--- src/rtl/core/vfcm_ram.sv ---
// Generic single-port RAM with registered read (read before write).
// Depends on nothing.
`timescale 1ns / 1ps

module vfcm_ram #(
  parameter int WIDTH = 8,
  parameter int DEPTH = 256
) (
  input  logic                     clk,
  input  logic                     we,
  input  logic [$clog2(DEPTH)-1:0] addr,
  input  logic [WIDTH-1:0]         wdata,
  output logic [WIDTH-1:0]         rdata
);

  logic [WIDTH-1:0] mem [DEPTH];

  always_ff @(posedge clk) begin
    if (we) begin
      mem[addr] <= wdata;
    end
    rdata <= mem[addr];
  end

endmodule

--- config.mk ---
export PLATFORM = sky130hd
export DESIGN_NAME = vfcm_ram
export DESIGN_NICKNAME = d
export VERILOG_FILES = /design/src/rtl/core/vfcm_ram.sv
export SDC_FILE = /design/constraint.sdc
export NUM_CORES = 2
export LEC_CHECK = 0
export BUFFER_PORTS_ARGS = -buffer_cell sky130_fd_sc_hd__buf_2
export CAP_MARGIN = 25
export CORE_UTILIZATION = 60
export DETAILED_ROUTE_END_ITERATION = 10
export GPL_ROUTABILITY_DRIVEN = 1
export GPL_TIMING_DRIVEN = 1
export PLACE_DENSITY = 0.8
export SLEW_MARGIN = 20
export SYNTH_ARGS = -nofsm -noshare
export SYNTH_HDL_FRONTEND = slang
export SYNTH_SLANG_ARGS = --single-unit
--- constraint.sdc ---
create_clock -name clk -period 5.2 [get_ports clk]
set_input_delay 0.26 -clock clk [delete_from_list [all_inputs] [get_ports clk]]
set_output_delay 0.26 -clock clk [all_outputs]
set_load 0.005 [all_outputs]
==> results.json <==
{
  "ys.flop_type": "edfxtp_1",
  "insertion_delay_ns": 0.83,
  "fin_crit_sh_pct": 61.56,
  "vias": 38765,
  "die_y_um": 363.7,
  "post_cts_resized": 0,
  "final_antenna_net_count": 0,
  "arrival_ns": 3.83,
  "fmax_mhz": 312.4,
  "initial_utilization_pct": 60.54,
  "critical_path_class": "in -> reg",
  "hold_viol": 0,
  "setup_tns_ns": 0,
  "synthCells": 3547,
  "critPathCapture": "rdata[6]$_DFF_P_",
  "maxSlewHeadroom_pct": 17.07,
  "grt_pass1_vias": 39429,
  "slew_viol_final": 0,
  "endpoint_kind": "flop",
  "synth_top_area_cell": "edfxtp_1",
  "r2r-start": "mem[39][6]$_DFFE_PP_",
  "synth.distinct_cells": 22,
  "status": "finished clean",
  "post-route-min-period_ns": 3.201,
  "clk_pin_slew_worst_paths_ns": 0.06,
  "layout.nets": 3670,
  "syn_avg_cell_area_sq_um": 22.13,
  "ys_seq_area_share_pct": 78.55,
  "cp_slowest_cell": "o41ai_1",
  "grt_overflow": 0,
  "max-clock-path-buffers": 3,
  "cts_buffers": 195,
  "dp.cells": 5195,
  "synthArstFlopShare_pct": 0,
  "antenna_found_initial": 11,
  "cpMostUsedCell": "buf_4",
  "synth_edf_count": 2048,
  "grt_setup_unrepaired": "no",
  "cts_tree": "yes",
  "synth_top_area_share_pct": 78.35,
  "fin_area_sq_mm": 0.08720,
  "synthesis.nets": 3565,
  "area_growth_pct": 11.09,
  "grt_pass1_wl_um": 272800,
  "skew_ns": 0.02986,
  "via_per_inst": 6.971,
  "finalHoldWorstSlack_ns": 0.03478,
  "drc": 0,
  "dpl_cell_area_sq_mm": 0.08095,
  "crit_path_start": "addr[0]",
  "r2r_slack_ns": 2.34,
  "finalSetupViolCount": 0,
  "rows": 132,
  "dieArea_sq_mm": 0.1323,
  "cp_max_fo": 48,
  "drtPass1Iterations": 6,
  "wirelength_um": 188500,
  "die_width_um": 363.7,
  "start_kind": "input port",
  "crit_chain": "buf_8, buf_4, buf_4, mux4_2, a22oi_1, a21oi_1, o41ai_1, nand4_1",
  "grt_start_max_net_pins": 161,
  "power_density_mw_per_mm2": 387.3,
  "clock_sinks": 2056,
  "drt_iter0_drc": 5913,
  "wl_per_cell_um": 33.90,
  "synthesis.area_sq_mm": 0.07849,
  "r2r_end": "rdata[6]$_DFF_P_",
  "p_leak_nw": 26.47,
  "grtUsageTotal_pct": 29.11,
  "synth_seq_cells": 2056,
  "core_area_sq_mm": 0.1296,
  "place.gp.congestion": 0.8476,
  "max-cap-violations": 0,
  "synth_most_common_cell": "edfxtp_1",
  "reg2regPathDepth": 5,
  "htreeDepth": 4,
  "synth.area.top_cells": "edfxtp_1, mux4_2, a22oi_1",
  "hpwl_um": 105100,
  "hold_path_depth": 1,
  "layout.cells.non_filler": 5561,
  "port_buffers": 25,
  "hp-class": "in -> reg",
  "synth_warnings": 0,
  "ios": 26,
  "cts-root-buf": "clkbuf_16",
  "synth_commonest_cells": "edfxtp_1, mux4_2, a22oi_1, nor2_1, clkbuf_1",
  "max-vdd-ir-drop_v": 0.0004606,
  "critPathMaxStageDelay_ns": 1.00,
  "worst_ep_required_time_ns": 5.83,
  "worst_pin_slew_ns": 1.228,
  "drive_gt1_share_pct": 24.84,
  "cts_setup_buffers": 0,
  "holdBufCountCts": 0
}
-- critical path, delay by kind of cell --
kind	cells	cell delay (ns)
buffers and inverters	3	1.44
AO/OA/AOI/OAI	3	1.27
multiplexers	1	0.55
AND/OR/NAND/NOR	1	0.20
-- sequential cells by signal, indices dropped and copies added, names as in the netlist --
| name | flops |
|---|---|
| rdata | 8 |
| mem | 2048 |
-- routing by layer --
metal  vias to the layer above  global-route usage [%]  wire [um]
li1                      15269                       -          -
met1                     20171                   40.07      66050
met2                      2831                   45.82      91720
met3                       480                   6.761      22720
met4                        14                   11.70       7927
met5                         -                       0         95
-- where the power goes --
group	total (mW)	internal [mW]	switching, mW
clock	14.0	7.76	6.20
sequential	18.3	18.3	0.0372
combinational	1.50	0.512	0.990
-- cells in the final DEF (no fill, tap or decap), drive strengths merged --
| cell type | count |
|---|---|
| or3 | 1 |
| edfxtp | 2048 |
| nor3 | 30 |
| a21oi | 128 |
| or2 | 2 |
| mux4 | 512 |
| clkinv | 94 |
| nor2 | 232 |
| inv | 8 |
| nand4 | 8 |
| nand3 | 13 |
| clkinvlp | 5 |
| bufinv | 15 |
| clkbuf | 249 |
| nor2b | 7 |
| nand2 | 28 |
| and2 | 3 |
| diode | 2 |
| o41ai | 32 |
| a22oi | 256 |
| nand2b | 6 |
| dfxtp | 8 |
| buf | 132 |
-- per-stage QoR --
| stage | util (%) | setup WS (ns) | total power [mW] |
|---|---|---|---|
| floorplan | - | 2.721 | 19.44 |
| global placement | 62.35 | 0.7708 | 20.08 |
| detailed placement | 62.44 | 1.336 | 20.13 |
| CTS | 67.24 | 2.079 | 33.83 |
| finish | 67.26 | 1.999 | 33.77 |
| global route | 67.26 | 2.027 | 34.48 |
-- worst min-delay path by stage --
stage / startpoint / endpoint / slack [ns]
2_1_floorplan: wdata[0] / mem[0][0]$_DFFE_PP_ / 0.36
3_3_place_gp: rdata[1]$_DFF_P_ / rdata[1] / 0.76
3_5_place_dp: rdata[1]$_DFF_P_ / rdata[1] / 0.76
4_1_cts: wdata[7] / mem[93][7]$_DFFE_PP_ / 0.04
5_1_grt: wdata[7] / mem[93][7]$_DFFE_PP_ / 0.07
6_report: wdata[7] / mem[93][7]$_DFFE_PP_ / 0.03
-- cells by family after synthesis --
family / share of synthesized area, %
AOI/OAI and AO/OA: 3.622
buffers and inverters: 1.401
muxes: 14.69
and+or+nand+nor: 1.733
DFF: 78.55
-- layout make-up --
type                       instances  area (sq um)
sequential                      2056         61660
fill                            7563         42450
multi-input combinational       1258         15860
clock buffer                     241          5115
tap                             1742          2180
timing repair buffer             140          1270
clock inverter                   121          1106
antenna                            2         5.005
inverter                           1         3.754
Note: power is estimated with default switching activity, not from simulation.
