==> src/rtl/core/vfcm_pkg.sv <==
// Shared types, codes and defaults for the voxel face culling mesher.
// Used by every module of the block but vfcm_ram; depends on nothing.
`timescale 1ns / 1ps

package vfcm_pkg;

  localparam int CHUNK_SIDE_DEF = 16;
  localparam int TYPE_COUNT_DEF = 256;

  localparam int COORD_W  = 4;
  localparam int ID_W     = 8;
  localparam int TILE_W   = 8;
  localparam int KIND_W   = 2;
  localparam int FACE_W   = 3;
  localparam int FACES    = 6;
  localparam int S_DATA_W = 48;
  localparam int M_DATA_W = 32;

  // input item kinds
  localparam logic [KIND_W-1:0] KIND_WR_CELL = 2'd0;
  localparam logic [KIND_W-1:0] KIND_WR_TYPE = 2'd1;
  localparam logic [KIND_W-1:0] KIND_MESH    = 2'd2;

  // faces in emission order
  localparam logic [FACE_W-1:0] FACE_NX   = 3'd0;
  localparam logic [FACE_W-1:0] FACE_PX   = 3'd1;
  localparam logic [FACE_W-1:0] FACE_NZ   = 3'd2;
  localparam logic [FACE_W-1:0] FACE_PZ   = 3'd3;
  localparam logic [FACE_W-1:0] FACE_NY   = 3'd4;
  localparam logic [FACE_W-1:0] FACE_PY   = 3'd5;
  localparam logic [FACE_W-1:0] FACE_LAST = FACE_PY;

  // read steps of a mesh item: the cell itself, then one per face
  localparam logic [2:0] STEP_SELF = 3'd0;
  localparam logic [2:0] STEP_NX   = 3'd1;
  localparam logic [2:0] STEP_PX   = 3'd2;
  localparam logic [2:0] STEP_NZ   = 3'd3;
  localparam logic [2:0] STEP_PZ   = 3'd4;
  localparam logic [2:0] STEP_NY   = 3'd5;
  localparam logic [2:0] STEP_PY   = 3'd6;
  localparam logic [2:0] STEP_LAST = STEP_PY;

  typedef struct packed {
    logic              cube;
    logic [TILE_W-1:0] top;
    logic [TILE_W-1:0] side;
    logic [TILE_W-1:0] bottom;
  } type_entry_t;

  localparam int TYPE_RESET_ID = 1;
  localparam type_entry_t TYPE_RESET_ENTRY = '{
    cube: 1'b1, top: 8'd98, side: 8'd243, bottom: 8'd242
  };

  typedef struct packed {
    logic               start;
    logic [FACES-1:0]   open;
    logic [COORD_W-1:0] x;
    logic [COORD_W-1:0] y;
    logic [COORD_W-1:0] z;
    type_entry_t        entry;
  } mesh_job_t;

endpackage

==> src/rtl/core/vfcm_emit.sv <==
// Face emitter: walks the six faces of a mesh job and loads open ones into the
// output register with their tile UV bounds. Depends on vfcm_pkg.
`timescale 1ns / 1ps

module vfcm_emit (
  input  logic                          clk,
  input  logic                          rst,
  input  vfcm_pkg::mesh_job_t           job,
  output logic                          busy,
  output logic                          m_tvalid,
  input  logic                          m_tready,
  output logic [vfcm_pkg::M_DATA_W-1:0] m_tdata,
  output logic [vfcm_pkg::FACE_W-1:0]   m_tuser,
  output logic                          m_tlast
);

  localparam int FW = vfcm_pkg::FACE_W;

  vfcm_pkg::mesh_job_t job_q;
  logic [FW-1:0]       f;
  logic                advance;
  logic [vfcm_pkg::TILE_W-1:0] tile;
  logic [vfcm_pkg::FACES:0]    above;
  logic                        is_last;

  // skip closed faces at once; an open face waits for room in the output register
  assign advance = !job_q.open[f] || !m_tvalid || m_tready;

  always_comb begin
    case (f)
      vfcm_pkg::FACE_NY: tile = job_q.entry.bottom;
      vfcm_pkg::FACE_PY: tile = job_q.entry.top;
      default:           tile = job_q.entry.side;
    endcase
    above   = {1'b0, job_q.open} & ~((7'd2 << f) - 7'd1);
    is_last = (above == '0);
  end

  always_ff @(posedge clk) begin
    if (rst) begin
      busy     <= 1'b0;
      m_tvalid <= 1'b0;
      f        <= vfcm_pkg::FACE_NX;
    end else begin
      if (m_tvalid && m_tready) begin
        m_tvalid <= 1'b0;
      end
      if (!busy) begin
        f <= vfcm_pkg::FACE_NX;
        if (job.start) begin
          busy <= 1'b1;
        end
      end else if (advance) begin
        if (job_q.open[f]) begin
          m_tvalid <= 1'b1;
        end
        if (f == vfcm_pkg::FACE_LAST) begin
          busy <= 1'b0;
        end else begin
          f <= f + FW'(1);
        end
      end
    end
  end

  always_ff @(posedge clk) begin
    if (!busy && job.start) begin
      job_q <= job;
    end
    if (busy && advance && job_q.open[f]) begin
      m_tuser <= f;
      m_tlast <= is_last;
      m_tdata <= {3'd0,
                  {1'b0, tile[7:4]} + 5'd1,
                  tile[3:0] + 4'd1,
                  tile[7:4],
                  tile[3:0],
                  job_q.z, job_q.y, job_q.x};
    end
  end

endmodule

==> config.mk <==
export PLATFORM = sky130hd
export DESIGN_NAME = vfcm_emit
export DESIGN_NICKNAME = d
export VERILOG_FILES = /design/src/rtl/core/vfcm_pkg.sv /design/src/rtl/core/vfcm_emit.sv
export SDC_FILE = /design/constraint.sdc
export NUM_CORES = 1
export LEC_CHECK = 0
export ABC_AREA = 1
export BUFFER_PORTS_ARGS = -buffer_cell sky130_fd_sc_hd__buf_4
export CAP_MARGIN = 20
export CORE_MARGIN = 5
export CORE_UTILIZATION = 48
export DETAILED_ROUTE_END_ITERATION = 7
export PLACE_DENSITY = 0.74
export SLEW_MARGIN = 10
export SYNTH_ARGS = -nofsm -noshare
export SYNTH_HDL_FRONTEND = slang
export SYNTH_SLANG_ARGS = --single-unit
==> constraint.sdc <==
create_clock -name clk -period 3.3 [get_ports clk]
set_input_delay 0.165 -clock clk [delete_from_list [all_inputs] [get_ports clk]]
set_output_delay 0.165 -clock clk [all_outputs]
set_load 0.1 [all_outputs]
==> reports/metrics.cfg, run 1 <==
[cts]
cts_inserted_buffers = 9
cts_hold_buf = 43
htree_levels = 3
cts_num_sinks = 80
cts_buffer_depth = 2
cts_setup_buffers = 0
cts.clk_slew.worst_paths_ns = 0.08
cts_tree = yes
cts_resized = 0
root_buffer = clkbuf_8
clkLatencyLatePin_ns = 0.35

[routing]
wl_met2_mm = 3.269
postRouteAntennaNets = 0
met3_length_um = 346
num_vias = 1993
wl_met1_mm = 2.237
top_layer = met4
vias_per_cell = 4.734
drc = 0
drt_iter0_markers = 84
routedWlPerCell_um = 14.34
drtPass1Iterations = 6
wl_mm = 6.039

[sta]
finalMaxSlewViolations = 0
setup_viol = 0
fin_setup_tns_ns = 0
worst_pin_slew_ns = 0.9391
skew_ns = 0.008328
fin_crit_ns = 2.251
rsz0062_at_grt = no
slew_headroom = 0.3725
final-hold-violation-count = 0
post-route-period-util = 0.6821
fmax_mhz = 444.3
setup_ws_ns = 1.049

[power]
power.internal_w = 0.001606
pwr-share-clk = 0.278
p_switching_w = 0.0007183
p_seq_frac = 0.525
finalPower_w = 0.002324
switching_share = 0.3090
cellPowerDensity_nw_per_um2 = 534.2
ir_drop_v = 0.0004110
p_comb_frac = 0.197
p_leak_nw = 1.817

[cells_and_area]
layout.nets = 394
fill_cells = 441
final_core_util = 0.6932
drive_gt1_frac = 0.3401
final_cells = 421
antenna_cells = 0
area_growth_pct = 42.42

[critical_path]
cp-end-kind = register
arrival_ns = 2.22
crit_type = reg2reg
crit_top_cell = nand2_1
slowest_delay_ns = 0.72
cp_cell_sequence = inv_2, nand2_1, nand3_1, nand2_1, nand2_1, nand2_2, nand2_1, nor2_4
slowest_stage = nor2_4
crit_start = f[0]
rr_startpoint = f[0]
worst_setup_path_start_kind = register
reg2regPathDepth = 8
crit_required_ns = 3.27
path_max_fanout = 33

[floorplan]
die-height_um = 89.79
chipWidth_um = 89.79
rows = 29
io_pins = 85
start_util = 0.4867
core_um2 = 6277
design.die.area_um2 = 8061

[placement]
gp_routability_congestion = 0.7484
port_buffers = 80
place_inst = 362
hpwlAfterDp_mm = 3.797
pre_cts_slack_ns = 1.064

[logic_synthesis]
yosys_warnings = 0
seq_area_frac_synth = 0.7699
netlist_area_um2 = 3055
syn_avg_cell_area_um2 = 14.83
ys_types = 24
synth.most_common_cell = edfxtp_1
synthCells = 206
yosysTopAreaCell = edfxtp_1
yosysTopAreaCellShare = 0.7371
synth_edf_count = 75
synthTopCellsByCount = edfxtp_1 (75), nand2_1 (47), inv_1 (15), nand3_1 (9)
synth-seq-cells = 80
synthTopCellsByArea = edfxtp_1 (74%), nand2_1 (5.8%), dfxtp_1 (3.3%)
ys.flop_type = edfxtp_1
async_flop_share = 0

[grt]
grt_antenna_before_repair = 0
grt_pass1_wl_mm = 9.756
grt_pass1_vias = 2040
grt-ovfl-total = 0
grt_max_degree = 43
grtUsageTotal = 0.1567

[hold_path]
holdCritStartpoint = job[43]
min_path_type = in2reg
whs_path_depth = 3

[run]
drv_cap = 0

[status]
status = complete, no violations

[layout by cell type (no fill, tap or decap)]
cell type and n:
inv_8 1, nand2_2 4, clkbuf_8 9, buf_4 81
nor3_1 1, o21ai_0 1, nand3_1 9, clkinv_1 1
o221ai_1 1, dfxtp_1 5, nand3_2 8, nand2_4 2
clkinvlp_4 2, ha_1 8, nor3_2 1, conb_1 3
inv_2 3, xnor2_1 1, nor2_4 2, xor2_1 3
inv_6 2, dlygate4sd3_1 43, nand2_1 47, o21ai_1 2
nor2_1 7, inv_1 15, clkinv_4 2, edfxtp_1 75
a21oi_1 5
[final timing paths]
| check | end | slack (ns) |
|---|---|---|
| min reg2reg | m_tdata[9] | 0.42 |
| min | busy | 0.11 |
| max | m_tdata[22] | 1.05 |
| max reg2reg | m_tdata[22] | 1.05 |
[state kept, by name, indices dropped and copies added (netlist names)]
name / cells
m_tlast: 1
m_tvalid: 1
m_tdata: 29
job_q: 42
busy: 1
f: 3
m_tuser: 3
[cell type report]
cell class	count	area, µm²	area share
Sequential cell	80	2352	0.5405
Timing Repair Buffer	124	1039	0.2386
Multi-Input combinational cell	105	608.1	0.1397
Clock inverter	7	56.30	0.01294
Inverter	19	76.32	0.01754
Clock buffer	9	123.9	0.02846
Tap cell	77	96.34	0.02214
[power groups by stage]
stage          sequential, W  combinational [W]  clock (W)
6_report             0.00122           0.000457   0.000647
5_1_grt              0.00123           0.000481   0.000715
3_5_place_dp         0.00124           0.000417          0
4_1_cts              0.00122           0.000458   0.000663
3_3_place_gp         0.00124           0.000409          0
2_1_floorplan        0.00145          0.0000989          0
[per-stage QoR]
| stage | hold WS [ns] | cell area (µm²) |
|---|---|---|
| 2_1_floorplan | 0.2341 | 3063 |
| 4_1_cts | 0.1059 | 4352 |
| 6_report | 0.1070 | 4352 |
| 3_3_place_gp | 0.3430 | 3741 |
| 5_1_grt | 0.1127 | 4352 |
| 3_5_place_dp | 0.3437 | 3741 |
[cell families (layout without fill, tap and decap cells)]
family / after synthesis / after routing / synth area share
AOI/OAI and AO/OA: 9 / 9 / 0.01597
xor gates and xnor gates: 4 / 4 / 0.01147
adders and majority gates: 8 / 8 / 0.03276
buffers and inverters: 23 / 159 / 0.03603
DFF: 80 / 80 / 0.7699
other: 1 / 3 / 0.001227
and+or+nand+nor: 81 / 81 / 0.1327
[per-layer routing]
| layer | vias up | global-route usage |
|---|---|---|
| met5 | - | 0 |
| met4 | 0 | 0.08186 |
| met3 | 21 | 0.05092 |
| met2 | 61 | 0.2774 |
| met1 | 933 | 0.1637 |
| li1 | 978 | - |
[worst max-delay path: cells and delay by family, from the launching register on]
kind                   cells  cell delay, ns
buffers and inverters      1            0.11
flip-flops                 1            0.53
AND/OR/NAND/NOR            7            1.22
Power figures use the tool's default switching activity.
==> run 2: changes to the inputs <==
--- a/config.mk
+++ b/config.mk
@@ -9,7 +9,7 @@
 export BUFFER_PORTS_ARGS = -buffer_cell sky130_fd_sc_hd__buf_4
 export CAP_MARGIN = 20
 export CORE_MARGIN = 5
-export CORE_UTILIZATION = 48
+export CORE_UTILIZATION = 46
 export DETAILED_ROUTE_END_ITERATION = 7
 export PLACE_DENSITY = 0.74
 export SLEW_MARGIN = 10
==> constraint.sdc (replaced) <==
create_clock -name clk -period 2.05 [get_ports clk]
set_input_delay 0.1025 -clock clk [delete_from_list [all_inputs] [get_ports clk]]
set_output_delay 0.1025 -clock clk [all_outputs]
set_load 0.1 [all_outputs]
==> reports/metrics.cfg, run 2 (synthesis gave the netlist of run 1 again) <==
[status]
status = complete, no violations

[cells_and_area]
multi_input_area_um2 = 608.1
antenna_cells = 0
largest_reg_flops = 42
layout_commonest_cell = buf_4
reg_top3 = job_q x42, m_tdata x29
final_cell_mix = buf_4 (84), edfxtp_1 (75), nand2_1 (47), dlygate4sd3_1 (43), inv_1 (15)
largest_register = job_q
seqCellArea_um2 = 2355
layout.nets = 398
fill_cells = 431
drive_gt1_frac = 0.3534
area_growth_pct = 44.43

[floorplan]
design.die.area_um2 = 8372
start_util = 0.4757
chipWidth_um = 91.50
die-height_um = 91.50
rows = 29
core_um2 = 6422
io_pins = 85

[placement]
hpwlAfterDp_mm = 4.051
gp_routability_congestion = 0.8751
port_buffers = 80

[critical_path]
crit_start = f[0]
path_max_fanout = 11
cp-end-kind = register
rr_startpoint = f[0]
crit_path_end = m_tdata[26]
reg2regPathDepth = 9
r2r_slack_ns = 0.16
crit_required_ns = 2.15
worst_setup_path_start_kind = register
crit_type = reg2reg
arrival_ns = 1.99
r2r-end = m_tdata[26]

[sta]
rsz0062_at_grt = no
fin_crit_ns = 1.890
fmax_mhz = 529.0
skew_ns = 0.007933
fin_setup_tns_ns = 0
final-hold-violation-count = 0
post-route-period-util = 0.9221
whs_ns = 0.06539
setup_viol = 0
worst_pin_slew_ns = 0.5405
finalMaxSlewViolations = 0
slew_headroom = 0.6397

[routing]
postRouteAntennaNets = 0
wl_met1_mm = 2.644
wl_mm = 6.273
met3_length_um = 288
drt_iter0_markers = 75
vias_per_cell = 4.541
num_vias = 1930
routedWlPerCell_um = 14.76
drc = 0
drtPass1Iterations = 5
wl_met2_mm = 3.223
top_layer = met4

[grt]
grtUsageTotal = 0.1567
grt-ovfl-total = 0
grt_pass1_wl_mm = 10.10
grt_antenna_before_repair = 0
grt_pass1_vias = 2035
grt_max_degree = 43

[cts]
cts_tree = yes
clkLatencyLatePin_ns = 0.34
root_buffer = clkbuf_8
cts_num_sinks = 80
cts_buffer_depth = 2
cts.clk_slew.worst_paths_ns = 0.08
htree_levels = 3
cts_inserted_buffers = 9

[power]
p_leak_nw = 1.852
p_seq_frac = 0.509
p_comb_frac = 0.195
power.internal_w = 0.002714
pwr-share-clk = 0.296
switching_share = 0.2960
cellPowerDensity_nw_per_um2 = 873.4
p_switching_w = 0.001141
ir_drop_v = 0.0005104

[run]
drv_cap = 0

[hold_path]
min_path_type = in2reg

==> run 2: layout make-up <==
| type | instances | share of cell area |
|---|---|---|
| Tap cell | 77 | 0.02183 |
| Clock inverter | 6 | 0.01559 |
| Clock buffer | 10 | 0.02892 |
| Inverter | 19 | 0.01730 |
| Timing Repair Buffer | 128 | 0.2450 |
| Multi-Input combinational cell | 105 | 0.1378 |
| Sequential cell | 80 | 0.5336 |
==> run 2: power groups by stage <==
stage	clock network, W	logic, W	registers [W]
global placement	0	0.000675	0.00199
global route	0.00123	0.000793	0.00197
CTS	0.00117	0.000756	0.00196
finish	0.00114	0.000752	0.00196
detailed placement	0	0.000688	0.00200
floorplan	0	0.000162	0.00233
==> run 2: critical path, stage by stage (launching register included) <==
cell and delay, ns:
dfxtp_2 0.36, inv_2 0.10, ha_1 0.18, nand2_1 0.07, inv_2 0.23, nor2_4 0.11, nand2_1 0.10, nand3_2 0.11
ha_1 0.25, xor2_1 0.16
==> run 2: per-stage QoR <==
step             util  total power (W)  setup WS [ns]  area [µm²]  std cells
2_1_floorplan       -         0.002492         0.1433        3072        208
3_3_place_gp   0.5882         0.002668         0.2029        3777        365
3_5_place_dp   0.5882         0.002686         0.1148        3777        365
4_1_cts        0.6858         0.003882         0.1145        4404        424
5_1_grt        0.6871         0.003992        0.01030        4413        425
6_report       0.6871         0.003854         0.1597        4413        425
==> run 2: how the worst min path moves through the flow <==
stage | start | depth (start not counted) | to | slack (ns)
after floorplan | rst | 1 | m_tvalid | 0.17
after global placement | rst | 2 | m_tvalid | 0.28
after detailed placement | rst | 2 | m_tvalid | 0.28
after CTS | job[43] | 3 | busy | 0.05
after global routing | job[43] | 3 | busy | 0.07
final | job[43] | 3 | busy | 0.07
==> run 2: metal layers <==
layer	vias to the layer above	global-route usage
met5	-	0
met4	0	0.07538
met3	8	0.03140
met2	53	0.2617
met1	881	0.1951
li1	988	-
==> run 2: repair_timing <==
action	in CTS	in global routing
endpoints found under the hold margin	44	0
hold buffers	43	0
resized for setup	0	1
setup buffers	0	1
endpoints found under the setup margin	0	2
