### config.mk
export PLATFORM = sky130hd
export DESIGN_NAME = vfcm_seq
export DESIGN_NICKNAME = d
export VERILOG_FILES = /design/src/rtl/core/vfcm_pkg.sv /design/src/rtl/core/vfcm_seq.sv
export SDC_FILE = /design/constraint.sdc
export NUM_CORES = 1
export LEC_CHECK = 0
export ABC_AREA = 1
export BUFFER_PORTS_ARGS = -buffer_cell sky130_fd_sc_hd__buf_2
export CAP_MARGIN = 15
export CORE_MARGIN = 1.5
export CORE_UTILIZATION = 48
export CTS_CLUSTER_SIZE = 24
export DETAILED_ROUTE_END_ITERATION = 10
export GPL_ROUTABILITY_DRIVEN = 0
export PLACE_DENSITY = 0.81
export SYNTH_ARGS = -nofsm -noshare
export SYNTH_HDL_FRONTEND = slang
export SYNTH_SLANG_ARGS = --single-unit
### constraint.sdc
create_clock -name clk -period 5.3 [get_ports clk]
set_input_delay 1.06 -clock clk [delete_from_list [all_inputs] [get_ports clk]]
set_output_delay 1.06 -clock clk [all_outputs]
set_load 0.05 [all_outputs]
### src/rtl/core/vfcm_pkg.sv
// Shared types, codes and defaults for the voxel face culling mesher.
// Used by every module of the block but vfcm_ram; depends on nothing.
`timescale 1ns / 1ps

package vfcm_pkg;

  localparam int CHUNK_SIDE_DEF = 16;
  localparam int TYPE_COUNT_DEF = 256;

  localparam int COORD_W  = 4;
  localparam int ID_W     = 8;
  localparam int TILE_W   = 8;
  localparam int KIND_W   = 2;
  localparam int FACE_W   = 3;
  localparam int FACES    = 6;
  localparam int S_DATA_W = 48;
  localparam int M_DATA_W = 32;

  // input item kinds
  localparam logic [KIND_W-1:0] KIND_WR_CELL = 2'd0;
  localparam logic [KIND_W-1:0] KIND_WR_TYPE = 2'd1;
  localparam logic [KIND_W-1:0] KIND_MESH    = 2'd2;

  // faces in emission order
  localparam logic [FACE_W-1:0] FACE_NX   = 3'd0;
  localparam logic [FACE_W-1:0] FACE_PX   = 3'd1;
  localparam logic [FACE_W-1:0] FACE_NZ   = 3'd2;
  localparam logic [FACE_W-1:0] FACE_PZ   = 3'd3;
  localparam logic [FACE_W-1:0] FACE_NY   = 3'd4;
  localparam logic [FACE_W-1:0] FACE_PY   = 3'd5;
  localparam logic [FACE_W-1:0] FACE_LAST = FACE_PY;

  // read steps of a mesh item: the cell itself, then one per face
  localparam logic [2:0] STEP_SELF = 3'd0;
  localparam logic [2:0] STEP_NX   = 3'd1;
  localparam logic [2:0] STEP_PX   = 3'd2;
  localparam logic [2:0] STEP_NZ   = 3'd3;
  localparam logic [2:0] STEP_PZ   = 3'd4;
  localparam logic [2:0] STEP_NY   = 3'd5;
  localparam logic [2:0] STEP_PY   = 3'd6;
  localparam logic [2:0] STEP_LAST = STEP_PY;

  typedef struct packed {
    logic              cube;
    logic [TILE_W-1:0] top;
    logic [TILE_W-1:0] side;
    logic [TILE_W-1:0] bottom;
  } type_entry_t;

  localparam int TYPE_RESET_ID = 1;
  localparam type_entry_t TYPE_RESET_ENTRY = '{
    cube: 1'b1, top: 8'd98, side: 8'd243, bottom: 8'd242
  };

  typedef struct packed {
    logic               start;
    logic [FACES-1:0]   open;
    logic [COORD_W-1:0] x;
    logic [COORD_W-1:0] y;
    logic [COORD_W-1:0] z;
    type_entry_t        entry;
  } mesh_job_t;

endpackage

### src/rtl/core/vfcm_seq.sv
// Input sequencer: chunk clear pass, cell and type writes, and the pipelined
// neighbor reads (chunk RAM then type table) that build one mesh job.
// Depends on vfcm_pkg.
`timescale 1ns / 1ps

module vfcm_seq #(
  parameter int CHUNK_SIDE = vfcm_pkg::CHUNK_SIDE_DEF,
  parameter int TYPE_COUNT = vfcm_pkg::TYPE_COUNT_DEF
) (
  input  logic                                        clk,
  input  logic                                        rst,
  input  logic                                        s_tvalid,
  output logic                                        s_tready,
  input  logic [vfcm_pkg::S_DATA_W-1:0]               s_tdata,
  input  logic [vfcm_pkg::KIND_W-1:0]                 s_tuser,
  output logic                                        cell_we,
  output logic [$clog2(CHUNK_SIDE*CHUNK_SIDE*CHUNK_SIDE)-1:0] cell_addr,
  output logic [vfcm_pkg::ID_W-1:0]                   cell_wdata,
  input  logic [vfcm_pkg::ID_W-1:0]                   cell_rdata,
  output logic                                        type_we,
  output logic [$clog2(TYPE_COUNT)-1:0]               type_addr,
  output vfcm_pkg::type_entry_t                       type_wdata,
  input  vfcm_pkg::type_entry_t                       type_rdata,
  output vfcm_pkg::mesh_job_t                         job,
  input  logic                                        emit_busy
);

  localparam int CELLS = CHUNK_SIDE * CHUNK_SIDE * CHUNK_SIDE;
  localparam int AW    = $clog2(CELLS);
  localparam int TIW   = $clog2(TYPE_COUNT);
  localparam int NW    = $clog2(CHUNK_SIDE + 1) + 1;
  localparam int CW    = vfcm_pkg::COORD_W;

  localparam logic signed [NW-1:0] D_ZERO = '0;
  localparam logic signed [NW-1:0] D_POS  = NW'(1);
  localparam logic signed [NW-1:0] D_NEG  = -D_POS;
  localparam logic signed [NW-1:0] SIDE_S = NW'(CHUNK_SIDE);

  localparam logic [2:0] S_CLEAR = 3'd0;
  localparam logic [2:0] S_IDLE  = 3'd1;
  localparam logic [2:0] S_READ  = 3'd2;
  localparam logic [2:0] S_DRAIN = 3'd3;
  localparam logic [2:0] S_EMIT  = 3'd4;

  logic [2:0]    state;
  logic [AW-1:0] clr_cnt;
  logic [2:0]    rd_step;

  logic       p1_vld, p1_oor;
  logic [2:0] p1_step;
  logic       p2_vld, p2_oor, p2_unk;
  logic [2:0] p2_step;

  logic [CW-1:0]         cx, cy, cz;
  logic                  self_cube;
  vfcm_pkg::type_entry_t self_entry;
  logic [vfcm_pkg::FACES-1:0] open_bits;
  logic                  job_start;

  // input word fields
  logic [vfcm_pkg::KIND_W-1:0] in_kind;
  logic [CW-1:0]               in_x, in_y, in_z;
  logic [vfcm_pkg::ID_W-1:0]   in_id;
  vfcm_pkg::type_entry_t       in_entry;
  logic                        accept, in_chunk, id_ok;

  logic signed [NW-1:0] bx, by, bz, dx, dy, dz, nx, ny, nz;
  logic                 oor;
  logic [AW-1:0]        nb_addr;
  logic                 cube_now;

  assign in_kind         = s_tuser;
  assign in_x            = s_tdata[3:0];
  assign in_y            = s_tdata[7:4];
  assign in_z            = s_tdata[11:8];
  assign in_id           = s_tdata[19:12];
  assign in_entry.cube   = s_tdata[20];
  assign in_entry.top    = s_tdata[28:21];
  assign in_entry.side   = s_tdata[36:29];
  assign in_entry.bottom = s_tdata[44:37];

  assign s_tready = (state == S_IDLE);
  assign accept   = s_tvalid && s_tready;
  assign in_chunk = (int'(in_x) < CHUNK_SIDE) && (int'(in_y) < CHUNK_SIDE)
                 && (int'(in_z) < CHUNK_SIDE);
  assign id_ok    = int'(in_id) < TYPE_COUNT;

  // cell coordinate plus direction of the current read step
  always_comb begin
    if (state == S_IDLE) begin
      bx = NW'($signed({1'b0, in_x}));
      by = NW'($signed({1'b0, in_y}));
      bz = NW'($signed({1'b0, in_z}));
    end else begin
      bx = NW'($signed({1'b0, cx}));
      by = NW'($signed({1'b0, cy}));
      bz = NW'($signed({1'b0, cz}));
    end
    dx = D_ZERO;
    dy = D_ZERO;
    dz = D_ZERO;
    if (state != S_IDLE) begin
      case (rd_step)
        vfcm_pkg::STEP_NX: dx = D_NEG;
        vfcm_pkg::STEP_PX: dx = D_POS;
        vfcm_pkg::STEP_NZ: dz = D_NEG;
        vfcm_pkg::STEP_PZ: dz = D_POS;
        vfcm_pkg::STEP_NY: dy = D_NEG;
        vfcm_pkg::STEP_PY: dy = D_POS;
        default: ;
      endcase
    end
    nx = bx + dx;
    ny = by + dy;
    nz = bz + dz;
    oor = nx[NW-1] || ny[NW-1] || nz[NW-1]
       || (nx >= SIDE_S) || (ny >= SIDE_S) || (nz >= SIDE_S);
    nb_addr = AW'((AW'($unsigned(nx)) * AW'(CHUNK_SIDE) + AW'($unsigned(ny)))
                  * AW'(CHUNK_SIDE) + AW'($unsigned(nz)));
  end

  // memory port muxes
  always_comb begin
    cell_wdata = in_id;
    type_wdata = in_entry;
    if (state == S_CLEAR) begin
      cell_we    = 1'b1;
      cell_addr  = clr_cnt;
      cell_wdata = '0;
    end else begin
      cell_we   = accept && (in_kind == vfcm_pkg::KIND_WR_CELL) && in_chunk;
      cell_addr = nb_addr;
    end
    if (state == S_IDLE) begin
      type_we   = accept && (in_kind == vfcm_pkg::KIND_WR_TYPE) && id_ok;
      type_addr = in_id[TIW-1:0];
    end else begin
      type_we   = 1'b0;
      type_addr = cell_rdata[TIW-1:0];
    end
  end

  assign cube_now = type_rdata.cube && !p2_unk;

  always_ff @(posedge clk) begin
    if (rst) begin
      state     <= S_CLEAR;
      clr_cnt   <= '0;
      rd_step   <= vfcm_pkg::STEP_SELF;
      p1_vld    <= 1'b0;
      p2_vld    <= 1'b0;
      job_start <= 1'b0;
    end else begin
      job_start <= 1'b0;
      p1_vld    <= (state == S_READ);
      p2_vld    <= p1_vld;
      unique case (state)
        S_CLEAR: begin
          clr_cnt <= clr_cnt + AW'(1);
          if (clr_cnt == AW'(CELLS - 1)) begin
            state <= S_IDLE;
          end
        end
        S_IDLE: begin
          if (accept && (in_kind == vfcm_pkg::KIND_MESH) && in_chunk) begin
            state   <= S_READ;
            rd_step <= vfcm_pkg::STEP_SELF;
          end
        end
        S_READ: begin
          rd_step <= rd_step + 3'd1;
          if (rd_step == vfcm_pkg::STEP_LAST) begin
            state <= S_DRAIN;
          end
        end
        S_DRAIN: begin
          if (p2_vld && (p2_step == vfcm_pkg::STEP_LAST)) begin
            if (self_cube) begin
              job_start <= 1'b1;
              state     <= S_EMIT;
            end else begin
              state <= S_IDLE;
            end
          end
        end
        S_EMIT: begin
          // hold until the emitter has taken and finished the job
          if (!job_start && !emit_busy) begin
            state <= S_IDLE;
          end
        end
        default: state <= S_IDLE;
      endcase
    end
  end

  always_ff @(posedge clk) begin
    p1_step <= rd_step;
    p1_oor  <= oor;
    p2_step <= p1_step;
    p2_oor  <= p1_oor;
    p2_unk  <= (int'(cell_rdata) >= TYPE_COUNT);
    if (accept) begin
      cx <= in_x;
      cy <= in_y;
      cz <= in_z;
    end
    if (p2_vld) begin
      if (p2_step == vfcm_pkg::STEP_SELF) begin
        self_cube  <= cube_now;
        self_entry <= type_rdata;
      end else begin
        open_bits[3'(p2_step - 3'd1)] <= p2_oor || !cube_now;
      end
    end
  end

  assign job = '{start: job_start, open: open_bits, x: cx, y: cy, z: cz,
                 entry: self_entry};

endmodule

==> results of run 1 <==
==> final cells by class <==
class	instances	area share (%)
timing repair buffer	141	14.79
clock inverter	3	1.772
clock buffer	13	2.732
multi-input combinational	303	35.76
tap	105	2.584
inverter	73	5.439
sequential	72	36.92
==> routing by layer <==
metal / vias to the layer above / GRT usage, % / share of wire, %
li1: 1776 / - / -
met1: 1603 / 24.62 / 40
met2: 140 / 38.50 / 50
met3: 23 / 4.581 / 7.5
met4: 0 / 9.069 / 2.8
met5: - / 0 / 0
==> repair_timing <==
item                                    in CTS  in global routing
endpoints found under the setup margin       1                  5
setup buffers                                0                  5
gates resized for setup                      1                 19
hold endpoints to repair                     0                  0
gates cloned                                 0                  0
pin swaps                                    0                  4
==> worst max-delay path: stages <==
cell     delay, ps
buf_2          110
nand4_1        180
nand2_2        130
nand2_2         70
nand2_1         70
inv_2           40
ha_1           190
inv_1           70
nand2_1         80
a21oi_2        140
o21ai_1         80
xor2_1         240
ha_2           230
inv_1           50
fa_1           370
xor2_1         200
nor2_1         170
nand3_1         90
nand2_1         60
nand3_1         70
nand2_1         90
buf_6          160
==> kinds of logic (layout without fill, tap and decap cells) <==
| family | Yosys count | count (layout) | synth area share (%) |
|---|---|---|---|
| AND/OR/NAND/NOR | 197 | 197 | 21.07 |
| flip-flops | 72 | 72 | 45.03 |
| AO/OA/AOI/OAI | 62 | 62 | 8.248 |
| adder cells (fa/ha/maj) | 32 | 32 | 10.36 |
| XOR/XNOR | 12 | 12 | 2.709 |
| buffers and inverters | 110 | 230 | 12.58 |
==> stage by stage <==
stage                     cell area, sq um  hold WS, ps  std cells
final                                 5084        325.4        710
after global routing                  5084        342.3        710
after CTS                             4959        329.2        704
after detailed placement              4722        312.1        688
after global placement                4722        312.2        688
after floorplan                       4156        309.6        485
==> path summary, 6_finish.rpt <==
path         cells after the start  startpoint  slack, ps       endpoint
min reg2reg                      0      p1_oor        330         p2_oor
max reg2reg                     15    state[1]       2550         p1_oor
min                              0      p1_oor        330         p2_oor
max                             22  s_tdata[5]        280  cell_addr[11]
==> flip-flops by register name (all words and copies together), names as in the netlist <==
register	count
cx	4
p2_oor	1
cz	4
clr_cnt	12
p1_vld	1
open_bits	6
job	25
job_start	1
p2_step	3
cy	4
state	3
p1_oor	1
p2_vld	1
p1_step	3
rd_step	3
==> cells in the final DEF (no fill, tap or decap), drive strengths merged, types with 3 or more instances in the layout <==
cell and count:
xnor2 6, nand3 23, bufinv 3, buf 141, edfxtp 43, o21ai 32, nand2 99, clkbuf 13
dfxtp 29, fa 4, nand4 4, a31oi 3, nor3 11, a21oi 18, xor2 6, nor2 52
inv 73, ha 28, nand3b 4
==> report_power, final <==
group          leakage, nW  switching (mW)  total (mW)  internal [mW]
Combinational         1.65          0.0391      0.0627         0.0236
Sequential           0.622         0.00196       0.595          0.593
Clock                0.112           0.194       0.508          0.314
==> run_results.csv, run 1 <==
group,metric,value,unit
die,die_area,9227,sq um
grt,grt_pass1_wl,15170,um
critical_path,crit_required,4240,ps
finish,drive_above_1_share,31.24,%
synth,ys_ff_latch,72,
synth,avgSynthCellArea,8.570,sq um
place,hpwl,7565,um
die,initial_core_util,50.08,%
min_path,hold_path_class,"reg2reg",
clocking,clkTransAtPathRegs,70,ps
synth,synth_edf_count,43,
synth,ys_seq_area_share,45.03,%
clocking,clock_path_buffers,2,
synth,synth_warnings,0,
synth,async_reset_ff_share,0,%
routing,num_vias,3542,
synth,synth_common_cells,"nand2_1 (91), inv_1 (68), nor2_1 (50), edfxtp_1 (43), dfxtp_1 (29)",
sta,period_needed,5015,ps
sta,hold_viol_final,0,
power_and_ir_drop,p_total,1.166,mW
grt,grt_use_total,21.51,%
clocking,cts_root_buffer,"clkbuf_8",
synth,synth_top_cell_area_share,31.07,%
clocking,holdBufCountCts,0,
synth,yosysTopAreaCell,"edfxtp_1",
power_and_ir_drop,p_leak,2.388,nW
sta,post-route-period-util,94.63,%
routing,drtAntennaViolNets,0,
finish,num_antenna_cells,0,
finish,fin_util,61.25,%
grt,antenna_found_initial,0,
routing,dr.first_iter.drc_count,163,
critical_path,crit_type,"in2out",
synth,yosys-top-cells-area,"edfxtp_1 (31%), dfxtp_1 (14%), ha_1 (8.4%)",
synth,syn_nets,604,
synth,synth.most_common_cell,"nand2_1",
synth,synthCells,485,
flow_run,max_cap_viol_count,0,
die,coreArea,8299,sq um
finish,multiInputGateArea,1818,sq um
synth,synth_flop_cell,"edfxtp_1",
clocking,clock-sinks,72,
place,io_buffers,133,
sta,tns,0,ps
sta,setup_viol,0,
critical_path,endpoint_kind,"primary output",
synth,syn_area,4156,sq um
sta,slew_violations,0,
routing,first_pass_iters,4,
die,dieWidth,96.06,um
routing,viasPerCell,4.989,
sta,finalClockSkew,13.21,ps
die,rows,33,
routing,routed_wl,9764,um
status,status,"finished clean",
power_and_ir_drop,ir_drop,130.8,uV
synth,ys_types,42,
finish,regArea,1877,sq um
critical_path,cp_max_fo,4,
finish,syn_to_final_growth,22.31,%
routing,wl_per_cell,13.75,um
power_and_ir_drop,p_per_area,229.3,nW/um^2
place,pre_cts_ws,296.9,ps
sta,finalWorstSetupSlack,284.6,ps
finish,nets,719,
clocking,h-tree-depth,3,
clocking,insertion_delay,340,ps
clocking,cts_tree,"done",
die,die_y,96.06,um
grt,grt_pass1_vias,3356,
finish,final.fill_count,698,
clocking,cts_buffers,9,
sta,slew_headroom,51.26,%
die,ios,187,
routing,drc,0,
sta,fmax,199.4,MHz
critical_path,worstSetupStartpointType,"primary input",
grt,globalRoute.totalOverflow,0,
critical_path,cp.arrival,3960,ps
sta,tightest_slew,730.2,ps
grt,grt_max_degree,26,
Note: power is estimated with default switching activity, not from simulation.
==> run 2: changes to the inputs <==
--- a/config.mk
+++ b/config.mk
@@ -14,6 +14,7 @@
 export DETAILED_ROUTE_END_ITERATION = 10
 export GPL_ROUTABILITY_DRIVEN = 0
 export PLACE_DENSITY = 0.81
+export REMOVE_ABC_BUFFERS = 1
 export SYNTH_ARGS = -nofsm -noshare
 export SYNTH_HDL_FRONTEND = slang
 export SYNTH_SLANG_ARGS = --single-unit
==> run 2 against run 1 <==
Effect of this change: via count is 3.2% higher; clock-buffer cell count decreased by 4; critical path depth decreased by 3; clock skew grew 5.4 ps; die area did not move; flip-flop and latch count unchanged; global-route usage up 1.3 points; worst setup slack worse by 27 ps; final cell count stayed put; wire length is 7.4% higher; utilization decreased by 0.68 points; largest power group unchanged.
==> run_results.csv, run 2 (synthesis results as in run 1) <==
group,metric,value,unit
status,status,"finished clean",
sta,hold_viol_final,0,
finish,largest_reg_flops,25,
grt,antenna_found_initial,0,
critical_path,critPathLaunch,"state[2]",
critical_path,crit_required,4240,ps
place,hpwl,8048,um
sta,period_needed,5042,ps
critical_path,crit_type,"reg2out",
flow_run,max_cap_viol_count,0,
sta,fmax,198.3,MHz
routing,wl_per_cell,14.76,um
finish,drive_above_1_share,31.74,%
min_path,hold_start,"p1_step[2]",
sta,finalClockSkew,18.59,ps
routing,dr.first_iter.drc_count,120,
critical_path,reg2reg_from,"state[0]",
power_and_ir_drop,ir_drop,124.1,uV
finish,fin_area,5027,sq um
sta,setup_viol,0,
routing,first_pass_iters,4,
die,die_area,9227,sq um
power_and_ir_drop,p_leak,2.368,nW
finish,syn_to_final_growth,20.95,%
finish,final_cell_mix,"buf_2 (131), nand2_1 (89), inv_1 (68)",
power_and_ir_drop,pwr-share-seq,55.5,%
finish,nets,719,
finish,num_antenna_cells,0,
sta,post-route-period-util,95.14,%
routing,routed_wl,10480,um
grt,grt_use_total,22.79,%
place,io_buffers,133,
grt,grt_pass1_wl,15740,um
clocking,cts_root_buffer,"clkbuf_8",
clocking,cts_tree,"done",
grt,grt_max_degree,26,
power_and_ir_drop,swShare,25.75,%
grt,grt_pass1_vias,3446,
clocking,insertion_delay,360,ps
clocking,cts_buffers,9,
die,die_y,96.06,um
die,rows,33,
place,place_inst,690,
grt,globalRoute.totalOverflow,0,
finish,final_common_cell,"buf_2",
critical_path,endpoint_kind,"primary output",
power_and_ir_drop,p_per_area,213.2,nW/um^2
sta,slew_headroom,54.44,%
power_and_ir_drop,p_sw,0.2760,mW
power_and_ir_drop,p_clk_share,38.8,%
die,initial_core_util,50.08,%
finish,instances_no_fill,710,
place,place_area,4737,sq um
die,dieWidth,96.06,um
routing,num_vias,3657,
die,ios,187,
clocking,h-tree-depth,3,
sta,whs,323.5,ps
power_and_ir_drop,p_int,0.7956,mW
critical_path,cp.arrival,3980,ps
clocking,clkTransAtPathRegs,90,ps
routing,viasPerCell,5.151,
die,coreArea,8299,sq um
sta,tightest_slew,682.6,ps
clocking,clock_path_buffers,2,
finish,fin_util,60.58,%
routing,drtAntennaViolNets,0,
clocking,clock-sinks,72,
power_and_ir_drop,pwr-share-comb,5.7,%
routing,drc,0,
min_path,hold_path_class,"reg2reg",
sta,slew_violations,0,
critical_path,worstSetupStartpointType,"flip-flop",
critical_path,cp_max_fo,8,
run 2: cell types whose count changed in the layout (fill, tap and decap cells not counted), moves of 3 or more:
cell	delta
bufinv_16	-3
clkbuf_1	-4
dfxtp_1	+3
dfxtp_2	-4
run 2: area by class of cell:
type	instances	area, sq um
Tap cell	105	131.4
Clock inverter	7	62.56
Timing Repair Buffer	141	745.7
Multi-Input combinational cell	303	1809
Sequential cell	72	1876
Inverter	73	279.0
Fill cell	726	3272
Clock buffer	9	123.9
run 2: worst paths after layout:
check / to / slack, ps / depth (start not counted)
worst max register to register: p1_oor / 2400 / 15
worst min register to register: p2_step[2] / 320 / 0
worst max-delay path: cell_addr[8] / 260 / 19
worst min-delay path: p2_step[2] / 320 / 0
run 2: per-stage QoR:
stage	setup slack (ps)	TNS, ps	power, mW
2_1_floorplan	239.9	0	0.6376
3_5_place_dp	341.5	0	0.6694
3_3_place_gp	405.3	0	0.6674
4_1_cts	56.36	0	1.080
6_report	257.7	0	1.072
5_1_grt	-17.59	-17.59	1.111
run 2: timing repair:
item | CTS | global route
resized for setup | 0 | 22
setup buffers | 0 | 3
endpoints found under the setup margin | 0 | 6
hold buffers | 0 | 0
run 2: power groups by stage:
stage	logic, mW	clock network [mW]	registers, mW
6_report	0.0615	0.416	0.595
5_1_grt	0.0675	0.449	0.595
4_1_cts	0.0617	0.424	0.595
3_5_place_dp	0.0614	0	0.608
3_3_place_gp	0.0596	0	0.608
2_1_floorplan	0.0300	0	0.608
run 2: layer usage:
layer	share of wire (%)	routed length, um	track usage [%]
met5	0	0	2.976
met4	1.1	119	6.250
met3	12	1268	10.43
met2	45	4722	36.80
met1	42	4371	27.09
run 2: critical path, cell delays in order, from the launching register on:
cell,delay (ps)
dfxtp_1,380
inv_2,80
nand2_1,140
nor2_4,100
buf_4,150
nor3_2,190
ha_1,190
inv_1,60
fa_1,390
o21ai_0,270
xnor2_1,180
ha_1,220
inv_1,60
fa_1,390
nor2_2,200
nand2_1,80
nand2_1,60
nand3_1,60
o21ai_1,120
buf_2,300
==> run 3: changes to the inputs <==
--- a/config.mk
+++ b/config.mk
@@ -14,7 +14,7 @@
 export DETAILED_ROUTE_END_ITERATION = 10
 export GPL_ROUTABILITY_DRIVEN = 0
 export PLACE_DENSITY = 0.81
-export REMOVE_ABC_BUFFERS = 1
+export SLEW_MARGIN = 20
 export SYNTH_ARGS = -nofsm -noshare
 export SYNTH_HDL_FRONTEND = slang
 export SYNTH_SLANG_ARGS = --single-unit
==> run 3 against run 2 <==
Effect of this change: critical endpoint is now cell_addr[11]; worst hold slack better by 2.9 ps; critical path depth grew 3; combinational power rose by 2%; flip-flop and latch count stayed put.
==> run_results.csv, run 3 (synthesis results as in run 1) <==
group,metric,value,unit
routing,num_vias,3555,
finish,final.fill_count,701,
sta,period_needed,5037,ps
clocking,cts_buffers,9,
die,rows,33,
power_and_ir_drop,ir_drop,130.3,uV
critical_path,reg2reg_from,"state[1]",
clocking,insertion_delay,340,ps
power_and_ir_drop,swShare,19.98,%
routing,wl_per_cell,13.68,um
power_and_ir_drop,p_int,0.9309,mW
critical_path,crit_top_cell,"nand2_1",
place,pre_cts_ws,296.9,ps
finish,final_cell_mix,"buf_2 (132), nand2_1 (90), inv_1 (68)",
critical_path,cpPeakStageDelay,370,ps
finish,instances_no_fill,709,
critical_path,crit_buf_inv,5,
sta,fmax,198.5,MHz
power_and_ir_drop,p_leak,2.376,nW
grt,grt_pass1_vias,3356,
place,place_inst,688,
critical_path,crit_required,4240,ps
grt,grt_use_total,21.51,%
sta,tightest_slew,730.6,ps
grt,globalRoute.totalOverflow,0,
finish,num_antenna_cells,0,
sta,setup_viol,0,
critical_path,cp_max_fo,4,
die,coreArea,8299,sq um
grt,antenna_found_initial,0,
status,status,"finished clean",
flow_run,max_cap_viol_count,0,
place,io_buffers,133,
routing,wl_met3,784,um
power_and_ir_drop,pwr-share-comb,5.4,%
critical_path,worstSetupStartpointType,"primary input",
sta,hold_viol_final,0,
sta,finalClockSkew,13.81,ps
sta,finalWorstSetupSlack,263.2,ps
routing,met1Wirelength,3856,um
min_path,hold_path_class,"reg2reg",
finish,largest_reg_flops,25,
clocking,clock-sinks,72,
finish,multiInputGateArea,1823,sq um
finish,nets,718,
die,die_area,9227,sq um
routing,highest_layer,"met4",
routing,drc,0,
place,hpwl,7565,um
die,initial_core_util,50.08,%
sta,post-route-period-util,95.03,%
grt,grt_max_degree,26,
grt,grt_pass1_wl,15170,um
finish,syn_to_final_growth,21.76,%
finish,regArea,1877,sq um
clocking,clkTransAtPathRegs,60,ps
critical_path,critPathLaunch,"s_tdata[5]",
die,die_y,96.06,um
critical_path,cp.arrival,3980,ps
power_and_ir_drop,pwr-share-seq,51.2,%
finish,drive_above_1_share,31.13,%
min_path,hold_start,"p1_oor",
routing,dr.first_iter.drc_count,160,
critical_path,cp_slowest_cell,"fa_1",
routing,routed_wl,9697,um
clocking,holdBufCountCts,0,
routing,first_pass_iters,4,
routing,viasPerCell,5.014,
critical_path,timing.critical_path.cells,"buf_2 -> nand4_1 -> nand2_2 -> nand2_2 -> nand2_1 -> inv_2 -> ha_1 -> inv_1 -> nand2_1 -> a21oi_2 -> o21ai_1 -> xor2_1 -> ha_2 -> inv_1 -> fa_1 -> xor2_1 -> nor2_1 -> nand3_1 -> nand2_1 -> nand3_1 -> nand2_1 -> buf_6",
routing,drtAntennaViolNets,0,
die,dieWidth,96.06,um
die,ios,187,
power_and_ir_drop,p_sw,0.2324,mW
routing,wl_met2,4803,um
power_and_ir_drop,p_per_area,229.9,nW/um^2
sta,slew_violations,0,
clocking,cts_tree,"done",
finish,final_common_cell,"buf_2",
clocking,h-tree-depth,3,
critical_path,critPathTopFamily,"simple AND/OR/NAND/NOR gates",
critical_path,crit_type,"in2out",
sta,slew_headroom,51.24,%
clocking,cts_root_buffer,"clkbuf_8",
clocking,clock_path_buffers,2,
power_and_ir_drop,p_clk_share,43.4,%
critical_path,endpoint_kind,"primary output",
==> run 3: changes by cell type in the layout (fill, tap and decap cells not counted), moves of 3 or more <==
cell | previous run | this run
bufinv_16 | 0 | 3
dfxtp_2 | 0 | 4
dfxtp_1 | 28 | 25
clkbuf_1 | 0 | 4
==> run 3: power groups by stage <==
| stage | clock, mW | combinational [mW] | sequential [mW] |
|---|---|---|---|
| final | 0.505 | 0.0628 | 0.595 |
| after global routing | 0.539 | 0.0682 | 0.595 |
| after global placement | 0 | 0.0605 | 0.608 |
| after CTS | 0.516 | 0.0630 | 0.595 |
| after floorplan | 0 | 0.0824 | 0.608 |
| after detailed placement | 0 | 0.0628 | 0.608 |
==> run 3: worst paths after layout <==
check / slack, ps / end / cells after the start
hold / removal: 330 / p2_oor / 0
setup reg to reg: 2580 / p1_oor / 15
setup / recovery: 260 / cell_addr[11] / 22
hold reg to reg: 330 / p2_oor / 0
==> run 3: routing by layer <==
layer  track usage, %  vias to the layer above
met5                0                        -
met4            9.069                        0
met3            4.581                       19
met2            38.50                      148
met1            24.62                     1616
li1                 -                     1772
==> run 3: worst reg2reg max path, stage by stage (launching register included) <==
cell and delay [ps]:
dfxtp_1 420, inv_2 90, nand3_4 130, buf_4 150, buf_4 240, nand3_1 240, inv_1 200, ha_1 270
inv_1 80, o21ai_0 90, a21oi_1 200, inv_1 70, a21oi_1 150, nand3_1 100, nor2_1 110, nand2_1 80
==> run 3: cell type report <==
type,count,area share (%)
clock buffer,13,2.744
sequential,72,37.08
timing repair buffer,140,14.31
clock inverter,3,1.780
multi-input combinational,303,36.02
tap,105,2.596
inverter,73,5.464
==> run 3: what timing repair did <==
item                                    CTS  global route
cloned                                    0             0
buffers inserted                          0             5
gates resized for setup                   1            19
pin swaps                                 0             4
endpoints found under the setup margin    1             5
==> run 3: through the flow <==
stage	setup TNS [ps]	area, sq um	total power [mW]	hold WS, ps	util, %
floorplan	0	4156	0.6900	309.6	-
global placement	0	4722	0.6683	312.2	56.90
detailed placement	0	4722	0.6707	312.1	56.90
CTS	0	4959	1.174	329.2	59.75
global route	-21.10	5061	1.203	342.3	60.98
finish	0	5061	1.163	326.4	60.98
